### src/rtl/core/lattice_d2q5_cell_collision_assert.svh
// ----------------------------------------------------------------------------
// Assertion macros for the D2Q5 cell collision block
// Clocked on aclk and disabled while aresetn is low.
// ----------------------------------------------------------------------------
`ifndef LATTICE_D2Q5_CELL_COLLISION_ASSERT_SVH
`define LATTICE_D2Q5_CELL_COLLISION_ASSERT_SVH

// Same-cycle implication.
`define LDC_ASSERT_IMPL(label, ante, cons, msg) \
    label: assert property (@(posedge aclk) disable iff (!aresetn) (ante) |-> (cons)) \
        else $error(msg);

// Next-cycle implication.
`define LDC_ASSERT_NEXT(label, ante, cons, msg) \
    label: assert property (@(posedge aclk) disable iff (!aresetn) (ante) |=> (cons)) \
        else $error(msg);

`endif

### src/rtl/core/ldc_pkg.sv
// ----------------------------------------------------------------------------
// ldc_pkg
// Types, constants and arithmetic helpers shared by the D2Q5 collision block.
// ----------------------------------------------------------------------------
`default_nettype none

package ldc_pkg;

    // Lattice size
    localparam int GRID_W = 512;
    localparam int GRID_H = 64;

    // Depth of the queue between front and back
    localparam int QDEPTH = 4;
    localparam int QPTR_W = $clog2(QDEPTH);
    localparam int QCNT_W = $clog2(QDEPTH + 1);

    localparam int S_DATA_W = 176;
    localparam int M_DATA_W = 160;
    localparam int CFG_IDX_W = 3;
    localparam int CFG_DATA_W = 18;

    typedef logic signed [31:0] q16_t;
    typedef logic signed [15:0] coord_t;

    localparam coord_t GRID_MID    = 16'(GRID_H / 2);
    localparam coord_t EDGE_COL_LO = 16'sd1;
    localparam coord_t EDGE_COL_HI = 16'(GRID_W - 1);
    localparam coord_t EDGE_ROW_LO = 16'sd1;
    localparam coord_t EDGE_ROW_HI = 16'(GRID_H - 2);

    // Arithmetic constants
    localparam logic [19:0]        RECIP3     = 20'd349525;      // (2^20 - 1) / 3
    localparam logic [15:0]        DIV3_HI    = 16'd43690;       // (2^17 - 2) / 3
    localparam logic signed [49:0] FEQ_BIAS   = 50'sd196608;     // 3 * 2^16
    localparam logic signed [34:0] U_OFFSET   = 35'sd6442450944; // 3 * 2^31
    localparam logic signed [34:0] D_OFFSET   = 35'sd2147483648; // 2^31
    localparam logic signed [18:0] Q_ONE      = 19'sd65536;

    // Reset values of the configuration registers
    localparam logic [17:0] RST_RELAX_RATE  = 18'd131072;
    localparam logic [16:0] RST_SPEED_TERM  = 17'd49152;
    localparam logic [16:0] RST_FLUTE_GAIN  = 17'd65536;
    localparam logic [16:0] RST_EDGE_GAIN   = 17'd0;
    localparam logic [8:0]  RST_FLUTE_START = 9'd20;
    localparam logic [8:0]  RST_FLUTE_LEN   = 9'd330;
    localparam logic [4:0]  RST_FLUTE_HH    = 5'd7;

    typedef enum logic [CFG_IDX_W-1:0] {
        CFG_RELAX_RATE,
        CFG_SPEED_TERM,
        CFG_FLUTE_GAIN,
        CFG_EDGE_GAIN,
        CFG_FLUTE_START_X,
        CFG_FLUTE_LENGTH,
        CFG_FLUTE_HALF_HEIGHT
    } cfg_index_t;

    // How a direction pair is updated
    typedef enum logic [1:0] {
        PM_RELAX,
        PM_FLUTE,
        PM_EDGE
    } pair_mode_t;

    typedef struct packed {
        logic [17:0] relax_rate;
        logic [16:0] speed_term;
        logic [16:0] flute_gain;
        logic [16:0] edge_gain;
        logic [8:0]  flute_start_x;
        logic [8:0]  flute_length;
        logic [4:0]  flute_half_height;
    } cfg_t;

    // Classified cell passed from front to back
    typedef struct packed {
        q16_t       f_rest;
        q16_t       f_east;
        q16_t       f_north;
        q16_t       f_west;
        q16_t       f_south;
        q16_t       rho;
        q16_t       jx;
        q16_t       jy;
        pair_mode_t x_mode;
        pair_mode_t y_mode;
    } cell_t;

    typedef struct packed {
        logic full;
        logic empty;
    } q_status_t;

    typedef struct packed {
        logic pop;
        logic tail_valid;
    } back_stat_t;

    function automatic q16_t sat32(input logic signed [63:0] v);
        q16_t r;
        if (v > 64'sd2147483647) begin
            r = 32'sh7FFFFFFF;
        end else if (v < -64'sd2147483648) begin
            r = 32'sh80000000;
        end else begin
            r = v[31:0];
        end
        return r;
    endfunction

    // floor(v / 3) for v below 2^20: reciprocal multiply, one correction
    function automatic logic [19:0] div3(input logic [19:0] v);
        logic [39:0] prod;
        logic [19:0] q;
        logic [21:0] rem;
        prod = 40'(v) * 40'(RECIP3);
        q    = prod[39:20];
        rem  = 22'(v) - 22'(q) * 22'd3;
        if (rem >= 22'd3) begin
            q = q + 20'd1;
        end
        return q;
    endfunction

endpackage

`default_nettype wire

### src/rtl/core/ldc_queue.sv
// ----------------------------------------------------------------------------
// ldc_queue
// Short register queue between the classifying front and the arithmetic back.
// ----------------------------------------------------------------------------
`default_nettype none

module ldc_queue (
    input  wire logic                   aclk,
    input  wire logic                   aresetn,
    input  wire logic                   push,
    input  wire ldc_pkg::cell_t         push_data,
    input  wire logic                   pop,
    output ldc_pkg::cell_t              head,
    output ldc_pkg::q_status_t          status
);

    ldc_pkg::cell_t                     entry_reg [ldc_pkg::QDEPTH];
    logic [ldc_pkg::QPTR_W-1:0]         wr_ptr_reg, rd_ptr_reg;
    logic [ldc_pkg::QCNT_W-1:0]         count_reg;

    function automatic logic [ldc_pkg::QPTR_W-1:0] bump(
        input logic [ldc_pkg::QPTR_W-1:0] p
    );
        logic [ldc_pkg::QPTR_W-1:0] r;
        if (p == ldc_pkg::QPTR_W'(ldc_pkg::QDEPTH - 1)) begin
            r = '0;
        end else begin
            r = p + 1'b1;
        end
        return r;
    endfunction

    assign head         = entry_reg[rd_ptr_reg];
    assign status.full  = (count_reg == ldc_pkg::QCNT_W'(ldc_pkg::QDEPTH));
    assign status.empty = (count_reg == '0);

    always_ff @(posedge aclk) begin
        if (!aresetn) begin
            wr_ptr_reg <= '0;
            rd_ptr_reg <= '0;
            count_reg  <= '0;
        end else begin
            if (push) begin
                wr_ptr_reg <= bump(wr_ptr_reg);
            end
            if (pop) begin
                rd_ptr_reg <= bump(rd_ptr_reg);
            end
            if (push && !pop) begin
                count_reg <= count_reg + 1'b1;
            end else if (pop && !push) begin
                count_reg <= count_reg - 1'b1;
            end
        end
    end

    always_ff @(posedge aclk) begin
        if (push) begin
            entry_reg[wr_ptr_reg] <= push_data;
        end
    end

endmodule

`default_nettype wire

### config.mk
export PLATFORM = sky130hd
export DESIGN_NAME = ldc_queue
export DESIGN_NICKNAME = d
export VERILOG_FILES = /design/src/rtl/core/lattice_d2q5_cell_collision_assert.svh /design/src/rtl/core/ldc_pkg.sv /design/src/rtl/core/ldc_queue.sv
export SDC_FILE = /design/constraint.sdc
export NUM_CORES = 1
export LEC_CHECK = 0
export BUFFER_PORTS_ARGS = -buffer_cell sky130_fd_sc_hd__buf_2
export CORE_ASPECT_RATIO = 1.5
export CORE_MARGIN = 5
export CORE_UTILIZATION = 47
export CTS_BUF_LIST = sky130_fd_sc_hd__clkbuf_4 sky130_fd_sc_hd__clkbuf_8 sky130_fd_sc_hd__clkbuf_16
export CTS_CLUSTER_DIAMETER = 120
export CTS_CLUSTER_SIZE = 8
export DETAILED_ROUTE_END_ITERATION = 7
export PLACE_DENSITY_LB_ADDON = 0.08
export REMOVE_ABC_BUFFERS = 1
export SYNTH_ARGS = -nofsm -noshare
export SYNTH_HDL_FRONTEND = slang
export SYNTH_SLANG_ARGS = --single-unit
export TNS_END_PERCENT = 5
### constraint.sdc
create_clock -name aclk -period 9.3 [get_ports aclk]
set_input_delay 0.465 -clock aclk [delete_from_list [all_inputs] [get_ports aclk]]
set_output_delay 0.465 -clock aclk [all_outputs]
set_load 0.03 [all_outputs]
After elaboration in Yosys (flattened, before gate mapping)
Memory sizes are Yosys's and may differ from the RTL's. A register that Yosys moved wholly into a read port is not among the register bits.
Index checks and enable logic that the tools add are counted.

word-level totals
  bits in registers = 7
  bits in latches = 0
  memory bits (writable) = 1040
  ROM bits = 0
  bits of input ports = 264
  logic and storage cells = 25
  memories = 1

cells by class
  add/subtract/negate cells = 4
  $mul = 0
  div/mod/pow operators = 0
  order comparisons = 0
  equality and inequality tests = 3
  shifts and indexed selects = 0
  muxes and demuxes = 8
  bitwise logic cells = 0
  reduce and logical (&&, ||, !) cells = 6

memories
  memory     words  width  rd ports  clocked after Yosys merged registers in  wr ports  RTL line         RTL
  entry_reg  4      260    1         1                                        1         ldc_queue.sv:17  ldc_pkg::cell_t entry_reg [ldc_pkg::QDEPTH];

operators with widths
  kind                   number
  $mux W2                4
  $mux W3                2
  $add A2 B1 Y2 const B  2
  $eq A2 B2 Y1 const B   2
  $add A3 B1 Y3 const B  1
  $eq A3 B3 Y1 const B   1
  $logic_not A3 Y1       1
  $sub A3 B1 Y3 const B  1
  $logic_and A1 B1 Y1    2
  $logic_not A1 Y1       2
  $mux W1                2
  $reduce_bool A2 Y1     1

Longest topological paths before layout
  depth after elaboration = 4
  mapped depth = 7
  depth with buffers taken out = 7

Least setup slack after synthesis
Ideal clock, no wire load.

  path kind = reg-to-reg
  start point = reg wr_ptr_reg[0] (netlist name)
  end point = mem entry_reg[0][0] (netlist name), enable pin
  arrival = 6.434 ns
  path slack = 2.213 ns
  stages on the path, launching flop included = 4
  cell sequence = dfxtp_1 inv_1 ha_1 and2_1

RTL lines
  item                    RTL line         RTL
  start, declared         ldc_queue.sv:18  logic [ldc_pkg::QPTR_W-1:0] wr_ptr_reg, rd_ptr_reg;
  start signal, assigned  ldc_queue.sv:44  wr_ptr_reg <= bump(wr_ptr_reg);
  end, declared           ldc_queue.sv:17

No word-level cell before the write port.

==> results.txt <==
status = finished clean
Std-Cell Rows = 127
final WL = 84900 µm
CTS buffer count = 149
HP Start = pop
Async SR Flop Fraction = 0
Worst-Margin Slew = 1100 ps
number of synthesized register bits = 1049
core area = 80100 µm²
Worst R2R Setup Slack = 5940 ps
post-route minimum period = 4330 ps
Post-DRT Antenna Nets = 0
Yosys top cell area share = 0.823
final period utilization = 0.466
Clock H-tree levels = 4
I/O pin count = 526
fillers = 5785
initial antenna violation count = 13
WHS Path Cells = 3
sequential area share after synthesis = 0.827
RSZ-0062 raised after global routing = no
Setup CP Type = flop to primary output
die area = 86700 µm²
CTS Sinks = 1049
Register Area = 31400 µm²
gr ovfl total = 0
CP Capture Type = primary output
Initial Util = 0.474
DRC Markers = 0
Synth Instances = 1402
fin. max-slew vios = 0
Startpoint Class = flop
pin count of the biggest net entering global routing = 71
ys flop type = edfxtp_1
clk_skew = 15.5 ps
Reg clk slew, reported paths = 50 ps
max cap viols = 0
Worst Path Required = 8840 ps
post-DP HPWL = 51100 µm
flip-flop count of the largest register after layout = 1040
DRT Pass-1 Iters = 5
first-pass GRT wire length = 128000 µm
multi-input logic area = 6130 µm²
die height = 358 µm
Min Hold Slack = 145 ps
Relative slew margins = 0.269
final setup violation count = 0
Worst VDD drop = 0.237 mV
crit path max fanout = 68
Hold Vio Cnt, Final = 0
vias per cell = 5.40
Total Routing Usage GR = 0.197
Worst EP arrival = 3870 ps
Synth area leaders = edfxtp_1 (82%), mux4_2 (15%), buf_6 (0.68%)
Final Util = 0.604
Layout Nets = 2577
vias in the first global route = 20000
P&R area growth vs syn = 27.3%
synthesized cell area = 38000 µm²
First DRT Iteration DRCs = 1017
Vias = 18200
TritonCTS clock tree = built
leakage power = 16.5 nW
f_max = 231 MHz
Post-synth EDFFs = 1040
setup tns final = 0 ps
Clk Latency, worst-skew pair = 720 ps
post-synth cell types = 21
HP Class = input port to flop
I/O Buffers = 525
Avg WL per Cell = 25.2 µm
Clock Tree Buf Depth = 3
reg-to-reg critical path startpoint = wr_ptr_reg[0]
Ys Warns = 0
total power = 0.0114 W
Worst Reg2Reg Path Length in Cells = 5
pwr/cell area = 236 nW/µm²
Die W = 242 µm
Clock Tree Root = clkbuf_16
GPL Wtd Cong = 0.767
Mapped Avg Cell Area = 27.1 µm²
share of layout cells above drive strength 1 = 0.426
area leader, netlist = edfxtp_1
reg2reg end = entry_reg[2][211]
CTS-repair resized insts = 0
critical path, cell delays in order (launching register included):
cell and delay, ps:
dfxtp_4 740, buf_4 720, buf_4 900, mux4_2 470
buf_2 210
synthesized netlist by cell type, types with 2 or more instances:
| library cell | count |
|---|---|
| dfxtp_1 | 9 |
| mux2i_1 | 4 |
| inv_1 | 4 |
| clkbuf_1 | 8 |
| ha_1 | 6 |
| buf_6 | 23 |
| buf_2 | 27 |
| nor3_1 | 2 |
| mux4_2 | 260 |
| and2_1 | 5 |
| nor2b_1 | 5 |
| edfxtp_1 | 1040 |
through the flow:
stage	area (µm²)	setup slack [ps]	cells
global placement	41700	5580	2926
global route	48300	4750	3368
CTS	48300	4800	3363
finish	48300	4970	3376
floorplan	37500	-2900	1344
detailed placement	41700	5590	2926
final cells by class:
class / instances / area share
multi-input cells: 291 / 0.127
clock inverters: 4 / 0.00104
flip-flops and latches: 1049 / 0.650
inverters: 4 / 0.000311
diodes: 13 / 0.000673
clock buffers: 172 / 0.0822
well taps: 1032 / 0.0267
repair buffers: 811 / 0.112
logic make-up (layout without fill, tap and decap cells):
family / after synthesis / count (layout) / synth area share
other cells: 0 / 13 / 0
xor+xnor: 2 / 2 / 0.000461
simple gates: 15 / 15 / 0.00237
fa+ha+maj: 7 / 7 / 0.00250
compound gates: 3 / 3 / 0.000527
flops: 1049 / 1049 / 0.827
mux: 264 / 264 / 0.155
buf+inv: 62 / 991 / 0.0116
routing by layer:
layer / track usage / up-vias / share of wire
li1: - / 7883 / -
met1: 0.247 / 9585 / 0.39
met2: 0.316 / 603 / 0.50
met3: 0.0784 / 136 / 0.084
met4: 0.0706 / 8 / 0.030
met5: 0 / - / 0.00064
power by group:
part           internal (W)  switching (W)  leakage (nW)
Sequential          0.00544      0.0000548          9.63
Combinational      0.000444       0.000759          4.84
Clock               0.00294        0.00176          2.00
how the worst max path moves through the flow:
| stage | from | to | slack (ps) | depth (start not counted) |
|---|---|---|---|---|
| after floorplan | flop | head[0] | -2900 | 1 |
| after global placement | flop | head[233] | 5580 | 4 |
| after detailed placement | flop | head[138] | 5590 | 4 |
| after CTS | flop | head[138] | 4800 | 4 |
| after global routing | flop | head[73] | 4750 | 4 |
| final | flop | head[30] | 4970 | 4 |
timing repair:
item                      4_1_cts  5_1_grt
hold buffers                  261        0
hold endpoints to repair     1046        0
setup buffers                   0        0
placed cells by master (no fill, tap or decap), drive strengths merged, types with 2 or more instances in the layout:
| master | instances |
|---|---|
| and2 | 5 |
| buf | 550 |
| clkbuf | 172 |
| clkinv | 3 |
| dfxtp | 9 |
| diode | 13 |
| dlygate4sd3 | 261 |
| edfxtp | 1040 |
| ha | 6 |
| inv | 5 |
| mux2i | 4 |
| mux4 | 260 |
| nor2b | 5 |
| nor3 | 2 |
Power figures use the tool's default switching activity.
