===== config.mk =====
export PLATFORM = sky130hd
export DESIGN_NAME = ldc_front
export DESIGN_NICKNAME = d
export VERILOG_FILES = /design/src/rtl/core/lattice_d2q5_cell_collision_assert.svh /design/src/rtl/core/ldc_pkg.sv /design/src/rtl/core/ldc_front.sv
export SDC_FILE = /design/constraint.sdc
export NUM_CORES = 1
export LEC_CHECK = 0
export ABC_CLOCK_PERIOD_IN_PS = 12500
export BUFFER_PORTS_ARGS = -buffer_cell sky130_fd_sc_hd__buf_2
export CAP_MARGIN = 20
export CORE_ASPECT_RATIO = 2
export CORE_MARGIN = 10
export CORE_UTILIZATION = 40
export CTS_BUF_LIST = sky130_fd_sc_hd__clkbuf_4 sky130_fd_sc_hd__clkbuf_8
export DETAILED_ROUTE_END_ITERATION = 8
export MAX_ROUTING_LAYER = met4
export PLACE_DENSITY = 0.63
export SLEW_MARGIN = 40
export SYNTH_ARGS = -nofsm -noshare
export SYNTH_HDL_FRONTEND = slang
export SYNTH_SLANG_ARGS = --single-unit

===== constraint.sdc =====
create_clock -name aclk -period 12.5 [get_ports aclk]
set_input_delay 1.25 -clock aclk [delete_from_list [all_inputs] [get_ports aclk]]
set_output_delay 1.25 -clock aclk [all_outputs]
set_load 0.005 [all_outputs]

===== src/rtl/core/lattice_d2q5_cell_collision_assert.svh =====
// ----------------------------------------------------------------------------
// Assertion macros for the D2Q5 cell collision block
// Clocked on aclk and disabled while aresetn is low.
// ----------------------------------------------------------------------------
`ifndef LATTICE_D2Q5_CELL_COLLISION_ASSERT_SVH
`define LATTICE_D2Q5_CELL_COLLISION_ASSERT_SVH

// Same-cycle implication.
`define LDC_ASSERT_IMPL(label, ante, cons, msg) \
    label: assert property (@(posedge aclk) disable iff (!aresetn) (ante) |-> (cons)) \
        else $error(msg);

// Next-cycle implication.
`define LDC_ASSERT_NEXT(label, ante, cons, msg) \
    label: assert property (@(posedge aclk) disable iff (!aresetn) (ante) |=> (cons)) \
        else $error(msg);

`endif


===== src/rtl/core/ldc_pkg.sv =====
// ----------------------------------------------------------------------------
// ldc_pkg
// Types, constants and arithmetic helpers shared by the D2Q5 collision block.
// ----------------------------------------------------------------------------
`default_nettype none

package ldc_pkg;

    // Lattice size
    localparam int GRID_W = 512;
    localparam int GRID_H = 64;

    // Depth of the queue between front and back
    localparam int QDEPTH = 4;
    localparam int QPTR_W = $clog2(QDEPTH);
    localparam int QCNT_W = $clog2(QDEPTH + 1);

    localparam int S_DATA_W = 176;
    localparam int M_DATA_W = 160;
    localparam int CFG_IDX_W = 3;
    localparam int CFG_DATA_W = 18;

    typedef logic signed [31:0] q16_t;
    typedef logic signed [15:0] coord_t;

    localparam coord_t GRID_MID    = 16'(GRID_H / 2);
    localparam coord_t EDGE_COL_LO = 16'sd1;
    localparam coord_t EDGE_COL_HI = 16'(GRID_W - 1);
    localparam coord_t EDGE_ROW_LO = 16'sd1;
    localparam coord_t EDGE_ROW_HI = 16'(GRID_H - 2);

    // Arithmetic constants
    localparam logic [19:0]        RECIP3     = 20'd349525;      // (2^20 - 1) / 3
    localparam logic [15:0]        DIV3_HI    = 16'd43690;       // (2^17 - 2) / 3
    localparam logic signed [49:0] FEQ_BIAS   = 50'sd196608;     // 3 * 2^16
    localparam logic signed [34:0] U_OFFSET   = 35'sd6442450944; // 3 * 2^31
    localparam logic signed [34:0] D_OFFSET   = 35'sd2147483648; // 2^31
    localparam logic signed [18:0] Q_ONE      = 19'sd65536;

    // Reset values of the configuration registers
    localparam logic [17:0] RST_RELAX_RATE  = 18'd131072;
    localparam logic [16:0] RST_SPEED_TERM  = 17'd49152;
    localparam logic [16:0] RST_FLUTE_GAIN  = 17'd65536;
    localparam logic [16:0] RST_EDGE_GAIN   = 17'd0;
    localparam logic [8:0]  RST_FLUTE_START = 9'd20;
    localparam logic [8:0]  RST_FLUTE_LEN   = 9'd330;
    localparam logic [4:0]  RST_FLUTE_HH    = 5'd7;

    typedef enum logic [CFG_IDX_W-1:0] {
        CFG_RELAX_RATE,
        CFG_SPEED_TERM,
        CFG_FLUTE_GAIN,
        CFG_EDGE_GAIN,
        CFG_FLUTE_START_X,
        CFG_FLUTE_LENGTH,
        CFG_FLUTE_HALF_HEIGHT
    } cfg_index_t;

    // How a direction pair is updated
    typedef enum logic [1:0] {
        PM_RELAX,
        PM_FLUTE,
        PM_EDGE
    } pair_mode_t;

    typedef struct packed {
        logic [17:0] relax_rate;
        logic [16:0] speed_term;
        logic [16:0] flute_gain;
        logic [16:0] edge_gain;
        logic [8:0]  flute_start_x;
        logic [8:0]  flute_length;
        logic [4:0]  flute_half_height;
    } cfg_t;

    // Classified cell passed from front to back
    typedef struct packed {
        q16_t       f_rest;
        q16_t       f_east;
        q16_t       f_north;
        q16_t       f_west;
        q16_t       f_south;
        q16_t       rho;
        q16_t       jx;
        q16_t       jy;
        pair_mode_t x_mode;
        pair_mode_t y_mode;
    } cell_t;

    typedef struct packed {
        logic full;
        logic empty;
    } q_status_t;

    typedef struct packed {
        logic pop;
        logic tail_valid;
    } back_stat_t;

    function automatic q16_t sat32(input logic signed [63:0] v);
        q16_t r;
        if (v > 64'sd2147483647) begin
            r = 32'sh7FFFFFFF;
        end else if (v < -64'sd2147483648) begin
            r = 32'sh80000000;
        end else begin
            r = v[31:0];
        end
        return r;
    endfunction

    // floor(v / 3) for v below 2^20: reciprocal multiply, one correction
    function automatic logic [19:0] div3(input logic [19:0] v);
        logic [39:0] prod;
        logic [19:0] q;
        logic [21:0] rem;
        prod = 40'(v) * 40'(RECIP3);
        q    = prod[39:20];
        rem  = 22'(v) - 22'(q) * 22'd3;
        if (rem >= 22'd3) begin
            q = q + 20'd1;
        end
        return q;
    endfunction

endpackage

`default_nettype wire


===== src/rtl/core/ldc_front.sv =====
// ----------------------------------------------------------------------------
// ldc_front
// Accept cells, form density and momenta, classify the wall cases.
// ----------------------------------------------------------------------------
`default_nettype none

module ldc_front (
    input  wire logic                           aclk,
    input  wire logic                           aresetn,
    input  wire ldc_pkg::cfg_t                  cfg,
    input  wire logic                           s_valid,
    output logic                                s_ready,
    input  wire logic [ldc_pkg::S_DATA_W-1:0]   s_data,
    input  wire ldc_pkg::q_status_t             q_status,
    output logic                                push,
    output ldc_pkg::cell_t                      push_data
);

    logic                 valid_reg;
    ldc_pkg::cell_t       item_reg;
    ldc_pkg::cell_t       item_next;

    logic [8:0]           cell_x;
    logic [5:0]           cell_y;
    ldc_pkg::q16_t        f0, fe, fn, fw, fs;
    logic signed [34:0]   sum;
    ldc_pkg::coord_t      x16, y16, lo16, hi16, fsx16, fend16;
    logic                 in_band, on_wall_col, on_edge_col, on_wall_row, in_len, on_edge_row;

    assign cell_x = s_data[8:0];
    assign cell_y = s_data[14:9];
    assign f0     = s_data[46:15];
    assign fe     = s_data[78:47];
    assign fn     = s_data[110:79];
    assign fw     = s_data[142:111];
    assign fs     = s_data[174:143];

    always_comb begin
        sum = 35'(f0) + 35'(fe) + 35'(fn) + 35'(fw) + 35'(fs);

        x16    = $signed({7'b0, cell_x});
        y16    = $signed({10'b0, cell_y});
        lo16   = ldc_pkg::GRID_MID - $signed({11'b0, cfg.flute_half_height});
        hi16   = ldc_pkg::GRID_MID + $signed({11'b0, cfg.flute_half_height});
        fsx16  = $signed({7'b0, cfg.flute_start_x});
        fend16 = fsx16 + $signed({7'b0, cfg.flute_length});

        in_band     = (y16 >= lo16) && (y16 <= hi16);
        on_wall_col = (x16 == fsx16) && in_band;
        on_edge_col = (x16 == ldc_pkg::EDGE_COL_LO) || (x16 == ldc_pkg::EDGE_COL_HI);
        on_wall_row = (y16 == lo16) || (y16 == hi16);
        in_len      = (x16 >= fsx16) && (x16 <= fend16);
        on_edge_row = (y16 == ldc_pkg::EDGE_ROW_LO) || (y16 == ldc_pkg::EDGE_ROW_HI);

        item_next.f_rest  = f0;
        item_next.f_east  = fe;
        item_next.f_north = fn;
        item_next.f_west  = fw;
        item_next.f_south = fs;
        item_next.rho     = ldc_pkg::sat32(64'(sum));
        item_next.jx      = ldc_pkg::sat32(64'(33'(fe) - 33'(fw)));
        item_next.jy      = ldc_pkg::sat32(64'(33'(fn) - 33'(fs)));

        if (on_wall_col) begin
            item_next.x_mode = ldc_pkg::PM_FLUTE;
        end else if (on_edge_col) begin
            item_next.x_mode = ldc_pkg::PM_EDGE;
        end else begin
            item_next.x_mode = ldc_pkg::PM_RELAX;
        end

        if (on_wall_row && in_len) begin
            item_next.y_mode = ldc_pkg::PM_FLUTE;
        end else if (on_edge_row) begin
            item_next.y_mode = ldc_pkg::PM_EDGE;
        end else begin
            item_next.y_mode = ldc_pkg::PM_RELAX;
        end
    end

    // Hold the item while the queue is full
    assign s_ready   = !valid_reg || !q_status.full;
    assign push      = valid_reg && !q_status.full;
    assign push_data = item_reg;

    always_ff @(posedge aclk) begin
        if (!aresetn) begin
            valid_reg <= 1'b0;
        end else if (s_ready) begin
            valid_reg <= s_valid;
        end
    end

    always_ff @(posedge aclk) begin
        if (s_ready && s_valid) begin
            item_reg <= item_next;
        end
    end

endmodule

`default_nettype wire


; ---- Word level (Yosys, flattened, before mapping)
; Cells that the tools add are included.
[totals]
out_inout_bits = 262
regBits = 261
input_bits = 273
wordCells = 54
[classes]
mux = 5
add_sub_neg = 9
n_reduce_logical = 12
n_lt_le_gt_ge = 10
n_eq_ne = 7
[op_table]
columns = cell, n
row1 = $mux 32, 3
row2 = $gt 33x32->1 const B, 2
row3 = $lt 33x32->1 const B, 2
row4 = $sub 32x32->33, 2
row5 = $add 34x32->35, 1
row6 = $add 35x32->35, 1
row7 = $gt 35x32->1 const B, 1
row8 = $lt 35x32->1 const B, 1
row9 = $add 33x32->34, 1
row10 = $add 32x32->33, 1
row11 = $eq 6x2->1 const B, 2
row12 = $add 9x9->10, 1
row13 = $le 9x10->1, 1
row14 = $eq 9x1->1 const B, 1
row15 = $eq 9x2->1 const B, 1
row16 = $eq 9x9->1, 1
row17 = $ge 9x9->1, 1
row18 = $add 6x5->7 const A, 1
row19 = $eq 6x7->1, 1
row20 = $eq 7x7->1, 1
row21 = $ge 7x7->1, 1
row22 = $le 6x7->1, 1
row23 = $sub 6x5->7 const A, 1
row24 = $logic_and 1x1->1, 6
row25 = 3 further kinds, 8

; ---- Longest topological paths before layout
; Gate-level depths: netlist (run 1).
[logic_depth]
depth_word = 6
depth_mapped = 19
ltp_nobuf = 17

; ---- Least setup slack after synthesis (run 1)
; OpenSTA, ideal clock, no wires.
[synth_timing]
path_type = input port to flip-flop
from = in q_status[1] in the netlist's numbering
to = reg item_reg (netlist bit push_data[0]) (enable)
t_required_ns = 11.847
stages = 2
path_slack_ns = 4.610
setup_ns = 0.653
path_buffers = 0
t_arrival_ns = 7.237
path_cell_list = nand2_1 > and2_1
[synth_via]
elab_chain_len = 3
[synth_lines]
columns = item, line_no
row1 = "start, declared", ldc_front.sv:14  ; input wire ldc_pkg::q_status_t q_status,
row2 = $logic_not 1->1, ldc_front.sv:82  ; assign s_ready = !valid_reg || !q_status.full;
row3 = $logic_or 1x1->1, ldc_front.sv:82
row4 = $logic_and 1x1->1, ldc_front.sv:95  ; if (s_ready && s_valid) begin
row5 = "end signal, assigned", ldc_front.sv:96  ; item_reg <= item_next;
row6 = "end, declared", ldc_front.sv:20  ; ldc_pkg::cell_t item_reg;
; No other way between the ends.
; A chain may end at the register's enable or synchronous reset.

; ---- Worst setup path after layout (run 1)
[layout_timing]
from = in s_data[48] in the netlist's numbering
to = reg item_reg (netlist bit push_data[70]), data pin
[layout_via]
elab_chain_len = 6
elab_cells_between_ends = 7
classes_between = add/sub: 4 / order compare: 2 / mux: 1
[layout_lines]
columns = item, line_no
row1 = "start, declared", ldc_front.sv:13  ; input wire logic [ldc_pkg::S_DATA_W-1:0] s_data,
row2 = $add 32x32->33 (*), ldc_front.sv:39  ; sum = 35'(f0) + 35'(fe) + 35'(fn) + 35'(fw) + 35'(fs);
row3 = $add 33x32->34 (*), ldc_front.sv:39
row4 = $add 34x32->35 (*), ldc_front.sv:39
row5 = $add 35x32->35 (*), ldc_front.sv:39
row6 = $lt 35x32->1, ldc_pkg.sv:104  ; end else if (v < -64'sd2147483648) begin
row7 = $mux 32, ldc_pkg.sv:104
; Every way passes the cells marked *; elsewhere a longest branch is shown, timed or not.

==> impl_metrics.csv, run 1 <==
group,metric,value,unit
layout,multiInputGateArea,9130,sq um
detailed_routing,drt_iter0_markers,853,
worst_setup_path,crit_arrival,6.30,ns
detailed_routing,dr_wl_met2,35800,microns
timing,fmax,0.168,GHz
layout,area_delta_synth_final,20.4,%
floorplanning,die-area,56100,sq um
cts,cts_buffers,41,
synthesis,ys_seq_area_share,42.1,%
timing,worst_pin_slew,0.796,ns
grt,grt_pass1_wl,97100,microns
layout,final_nets,2713,
min_path,min_from,"valid_reg",
floorplanning,io_pins,535,
cts,clock-sinks,261,
synthesis,synth_area_per_cell,10.7,sq um
cts,cts_resized,0,
placement,dpl.hpwl,56600,microns
synthesis,yosys_warnings,0,
layout,drive_above_1_share,26.8,%
synthesis,synth_compound_area_share,15.5,%
timing,finalCritPeriodShare,47.5,%
layout,utilization,48.8,%
synthesis,syn_nets,2244,
floorplanning,core,46000,sq um
placement,portBuffers,463,
grt,grt_max_degree,72,
floorplanning,start_util,40.5,%
grt,antenna_found_initial,5,
job,drv_cap,0,
detailed_routing,wl_met3,4300,microns
floorplanning,die_w,173,microns
synthesis,synth_xor_area_share,4.42,%
power,vdd_drop_max,98.2,uV
synthesis,synth_top_family_by_area,"adder cells",
layout,seq_area,7830,sq um
synthesis,synthMuxAreaShare,0.0538,%
detailed_routing,wl,66600,microns
cts,path_clk_slew,0.06,ns
timing,slew_headroom,46.6,%
timing,fin_crit,5.94,ns
layout,largest_reg_flops,260,
synthesis,synth_edf_count,260,
detailed_routing,first_pass_iters,7,
synthesis,yosys.area_share.adder,22.0,%
timing,hold_violations,0,
cts,cts_max_level,2,
layout,fillCellCount,4289,
synthesis,synth_top_area_share,42.0,%
worst_setup_path,worst_setup_path_end_kind,"register",
detailed_routing,wire_per_inst,23.3,microns
synthesis,synth_seq_cells,261,
detailed_routing,vias_per_cell,5.18,
synthesis,synthTopCellsByArea,"edfxtp_1, fa_1, ha_1, inv_1, a21oi_1",
synthesis,synth_ff_type,"edfxtp_1",
detailed_routing,drt-met1-wl,22200,microns
timing,worst_hold_slack,0.536,ns
worst_setup_path,crit_required,12.86,ns
floorplanning,num_rows,111,
worst_setup_path,critPathKind,"in -> reg",
timing,tns,0,ns
cts,postCtsSetupBuffers,0,
detailed_routing,top_layer_used,"met4",
grt,grt_usage,23.7,%
synthesis,yosysUniqueCellTypes,82,
cts,insertion_delay,0.62,ns
status,status,"finished clean",
synthesis,synth-simple-area-share,6.90,%
detailed_routing,dr_total_vias,14800,
worst_setup_path,startpoint,"s_data[48]",
synthesis,yosys.area.top_type,"edfxtp_1",
worst_setup_path,r2r_start,"valid_reg",
worst_setup_path,path_max_fanout,15,
timing,slew_viol_final,0,
synthesis,ys_async_sr_fraction,0,%
power,powerDensity,173,nW/um^2
cts,cts_tree,"yes",
timing,fin_skew,0.0194,ns
min_path,hold_class,"reg -> reg",
timing,setup_violations,0,
worst_setup_path,startpoint_type,"input port",
cts,hold_buffers,0,
grt,first_global_vias,15800,
timing,rsz0062_at_grt,"no",
synthesis,syn_inst,1733,
floorplanning,die_y,325,microns
grt,overflow,0,
cts,clock_path_buffers,3,
power,p_leak,10.6,nW
detailed_routing,drc,0,
synthesis,synth.cell_area,18600,sq um
cts,cts_root_buf,"clkbuf_8",
placement,gp_congestion,0.945,
detailed_routing,ant_nets,0,
## cells in the mapped netlist, types with 8 or more instances
cell and instances:
ha_1 137, o21ai_0 67, nand2_1 69, a31oi_1 17
fa_1 101, o21a_1 17, nor3_1 14, nand3_1 27
o211ai_1 16, nor2b_1 18, nand2b_1 12, maj3_2 29
a211oi_1 18, inv_1 380, edfxtp_1 260, buf_2 20
a21oi_1 121, o21bai_1 11, xor2_1 39, nor2_1 56
nand4_1 18, clkbuf_1 15, xnor2_1 55, and3_1 8
a21o_1 80
## worst paths after layout
check,to,slack [ns],cells past startpoint
min,valid_reg,0.54,2
max reg2reg,push_data[90],10.39,4
max,push_data[70],6.56,18
min reg2reg,valid_reg,0.54,2
## layer usage
metal  vias up  global-route usage [%]
li1       6918                       -
met2       635                    43.4
met4         0                    14.6
met3       147                    5.19
met1      7093                    21.8
met5         -                       -
## report_power, final
| part | internal (mW) | total, mW | switching (mW) |
|---|---|---|---|
| Combinational | 0.770 | 1.92 | 1.15 |
| Sequential | 1.17 | 1.20 | 0.0304 |
| Clock | 0.401 | 0.762 | 0.361 |
## worst max-delay path: stages
cell and delay, ns:
buf_2 0.15, inv_1 0.08, fa_1 0.54, fa_1 0.46, fa_1 0.52, inv_1 0.11, ha_1 0.28, fa_1 0.44
a211oi_1 0.35, o211ai_2 0.21, a21oi_1 0.24, o21ai_1 0.17, a31oi_1 0.24, xor2_1 0.44, o32ai_4 0.16, buf_4 0.24
buf_4 0.21, a21o_1 0.19
## placed cells by master, fill, tap and decap left out, drive strengths merged, types with 22 or more instances in the layout
| cell type | count |
|---|---|
| a211oi | 22 |
| o21ai | 72 |
| edfxtp | 260 |
| xnor2 | 55 |
| nor2 | 56 |
| fa | 101 |
| maj3 | 32 |
| buf | 473 |
| inv | 382 |
| a21oi | 122 |
| a21o | 80 |
| ha | 137 |
| clkbuf | 50 |
| xor2 | 39 |
| nand3 | 28 |
| nand2 | 69 |
## stage by stage
| step | std cells | cell area, sq um | setup WS [ns] | power, mW |
|---|---|---|---|---|
| 5_1_grt | 2857 | 22400 | 6.35 | 4.13 |
| 3_5_place_dp | 2780 | 21600 | 5.94 | 3.15 |
| 6_report | 2857 | 22400 | 6.56 | 3.89 |
| 4_1_cts | 2852 | 22400 | 6.56 | 3.93 |
| 2_1_floorplan | 1733 | 18600 | 4.61 | 2.54 |
| 3_3_place_gp | 2777 | 21500 | 5.77 | 3.11 |
## final cells by class
type	instances	area share, %
multi-input combinational	1045	40.8
tap	621	3.47
inverter	380	6.36
antenna	5	0.0558
clock inverter	22	0.832
clock buffer	50	2.85
timing repair buffer	473	10.8
sequential	261	34.9
## cells by family after synthesis
kind of cell             after synthesis
AO/OA/AOI/OAI                        423
XOR/XNOR                              94
adder cells (fa/ha/maj)              270
buffers and inverters                427
flip-flops                           261
multiplexers                           1
AND/OR/NAND/NOR                      257
Power figures use the tool's default switching activity.
==> run 2: changes to the inputs <==
--- a/config.mk
+++ b/config.mk
@@ -5,7 +5,7 @@
 export SDC_FILE = /design/constraint.sdc
 export NUM_CORES = 1
 export LEC_CHECK = 0
-export ABC_CLOCK_PERIOD_IN_PS = 12500
+export ABC_CLOCK_PERIOD_IN_PS = 5700
 export BUFFER_PORTS_ARGS = -buffer_cell sky130_fd_sc_hd__buf_2
 export CAP_MARGIN = 20
 export CORE_ASPECT_RATIO = 2
==> constraint.sdc (replaced) <==
create_clock -name aclk -period 5.7 [get_ports aclk]
set_input_delay 0.57 -clock aclk [delete_from_list [all_inputs] [get_ports aclk]]
set_output_delay 0.57 -clock aclk [all_outputs]
set_load 0.005 [all_outputs]
==> run 2 against run 1 <==
Effect of this change: largest power group unchanged; worst setup slack got worse by 6.0 ns; worst hold slack got worse by 0.39 ns; core utilization rose by 0.65 points.
==> impl_metrics.csv, run 2 (same netlist as run 1, synthesis figures left out) <==
group,metric,value,unit
layout,most-common-layout-cells,"buf_2, inv_1, edfxtp_1, ha_1, a21oi_1",
floorplanning,die_y,325,microns
layout,multiInputGateArea,9140,sq um
cts,clock-sinks,261,
worst_setup_path,crit_family,"adder cells",
cts,cts_root_buf,"clkbuf_8",
cts,cts_tree,"yes",
detailed_routing,wire_per_inst,23.2,microns
timing,fmax,0.196,GHz
timing,slew_headroom,44.0,%
timing,worst_hold_slack,0.145,ns
job,drv_cap,0,
grt,first_global_vias,16100,
detailed_routing,drt_iter0_markers,793,
detailed_routing,wl,67000,microns
power,powerDensity,386,nW/um^2
timing,slew_viol_final,0,
grt,antenna_found_initial,7,
placement,portBuffers,463,
layout,mostFrequentLayoutCell,"buf_2",
timing,hold_violations,0,
cts,clock_path_buffers,3,
timing,worst_pin_slew,0.835,ns
grt,grt_pass1_wl,98100,microns
detailed_routing,dr_total_vias,15000,
worst_setup_path,crit_end,"push_data[82]",
worst_setup_path,crit_required,6.16,ns
floorplanning,die_w,173,microns
floorplanning,core,46000,sq um
layout,final_nets,2740,
layout,area_delta_synth_final,22.0,%
timing,fin_skew,0.0238,ns
floorplanning,start_util,40.5,%
power,fin_total_pwr,8.76,mW
worst_setup_path,critPathSlowestCell,"o32ai_4",
worst_setup_path,crit_arrival,5.55,ns
detailed_routing,vias_per_cell,5.19,
layout,drive_above_1_share,27.6,%
cts,postCtsSetupBuffers,0,
cts,cts_max_level,2,
worst_setup_path,critical_path_depth,19,
cts,hold_buffers,0,
worst_setup_path,timing.rr.end,"push_data[115]",
timing,setup_violations,0,
floorplanning,num_rows,111,
layout,final_cells,2889,
layout,fillCellCount,4322,
status,status,"finished clean",
min_path,hold_class,"in -> reg",
worst_setup_path,critPathKind,"in -> reg",
placement,placed_cells,2806,
placement,gp_congestion,0.941,
grt,grt_usage,23.9,%
placement,dpl.hpwl,56700,microns
worst_setup_path,path_max_fanout,16,
worst_setup_path,worst_setup_path_end_kind,"register",
power,p_leak,10.8,nW
timing,finalCritPeriodShare,89.3,%
timing,rsz0062_at_grt,"no",
worst_setup_path,r2r_slack,3.92,ns
detailed_routing,ant_nets,0,
grt,grt_max_degree,129,
worst_setup_path,path_cells,"buf_2 > inv_1 > fa_1 > inv_1 > fa_1 > inv_1 > fa_1 > inv_1 > fa_1 > a211oi_1 > buf_4 > o211ai_2 > nand3_2 > a2111oi_4 > o32ai_1 > a211oi_2 > o32ai_4 > buf_4 > a21o_1",
power,vdd_drop_max,207,uV
worst_setup_path,cp_slowest_stage_delay,0.62,ns
cts,insertion_delay,0.62,ns
worst_setup_path,startpoint_type,"input port",
grt,overflow,0,
cts,cts_buffers,41,
cts,cts_resized,0,
layout,largest_reg_flops,260,
timing,fin_crit,5.09,ns
floorplanning,die-area,56100,sq um
worst_setup_path,reg2reg_depth,3,
floorplanning,io_pins,535,
layout,seq_area,7830,sq um
cts,path_clk_slew,0.07,ns
worst_setup_path,r2r_start,"valid_reg",
detailed_routing,drc,0,
worst_setup_path,startpoint,"s_data[49]",
worst_setup_path,critPathBufInv,7,
detailed_routing,first_pass_iters,5,
run 2: how the worst min path moves through the flow:
stage	cells after the start	to	from
3_3_place_gp	2	valid_reg	valid_reg
2_1_floorplan	2	valid_reg	valid_reg
3_5_place_dp	2	valid_reg	valid_reg
4_1_cts	1	push_data[112]	s_data[155]
5_1_grt	1	push_data[239]	s_data[26]
6_report	1	push_data[239]	s_data[26]
run 2: per-stage QoR:
stage | setup WS, ns | TNS (ns) | utilization [%] | cell area [sq um]
2_1_floorplan | 0.856 | 0 | - | 18600
6_report | 0.610 | 0 | 49.4 | 22700
4_1_cts | 0.649 | 0 | 49.3 | 22700
5_1_grt | 0.337 | 0 | 49.4 | 22700
3_5_place_dp | 0.00908 | 0 | 47.4 | 21800
3_3_place_gp | -0.0536 | -0.0959 | 47.4 | 21800
run 2: cell type report:
type,count,area share [%]
well taps,621,3.42
multi-input cells,1045,40.2
clock buffers,49,2.78
clock inverters,26,1.16
flip-flops and latches,261,34.5
repair buffers,500,11.6
inverters,380,6.28
diodes,7,0.0771
run 2: per-layer routing:
layer	wire [microns]	track usage [%]	part of all wire, %	vias up
met5	0	-	0	-
met4	4780	15.6	7.1	0
met3	4360	5.34	6.5	146
met2	35300	42.9	53	677
met1	22600	22.4	34	7195
li1	-	-	-	6978
run 2: power by group:
part           leakage [nW]  total [mW]  internal [mW]  switching (mW)
sequential             2.49        2.64           2.57          0.0695
clock                 0.453        1.79          0.972           0.815
combinational          7.82        4.33           1.80            2.53
total                  10.8        8.76           5.34            3.41
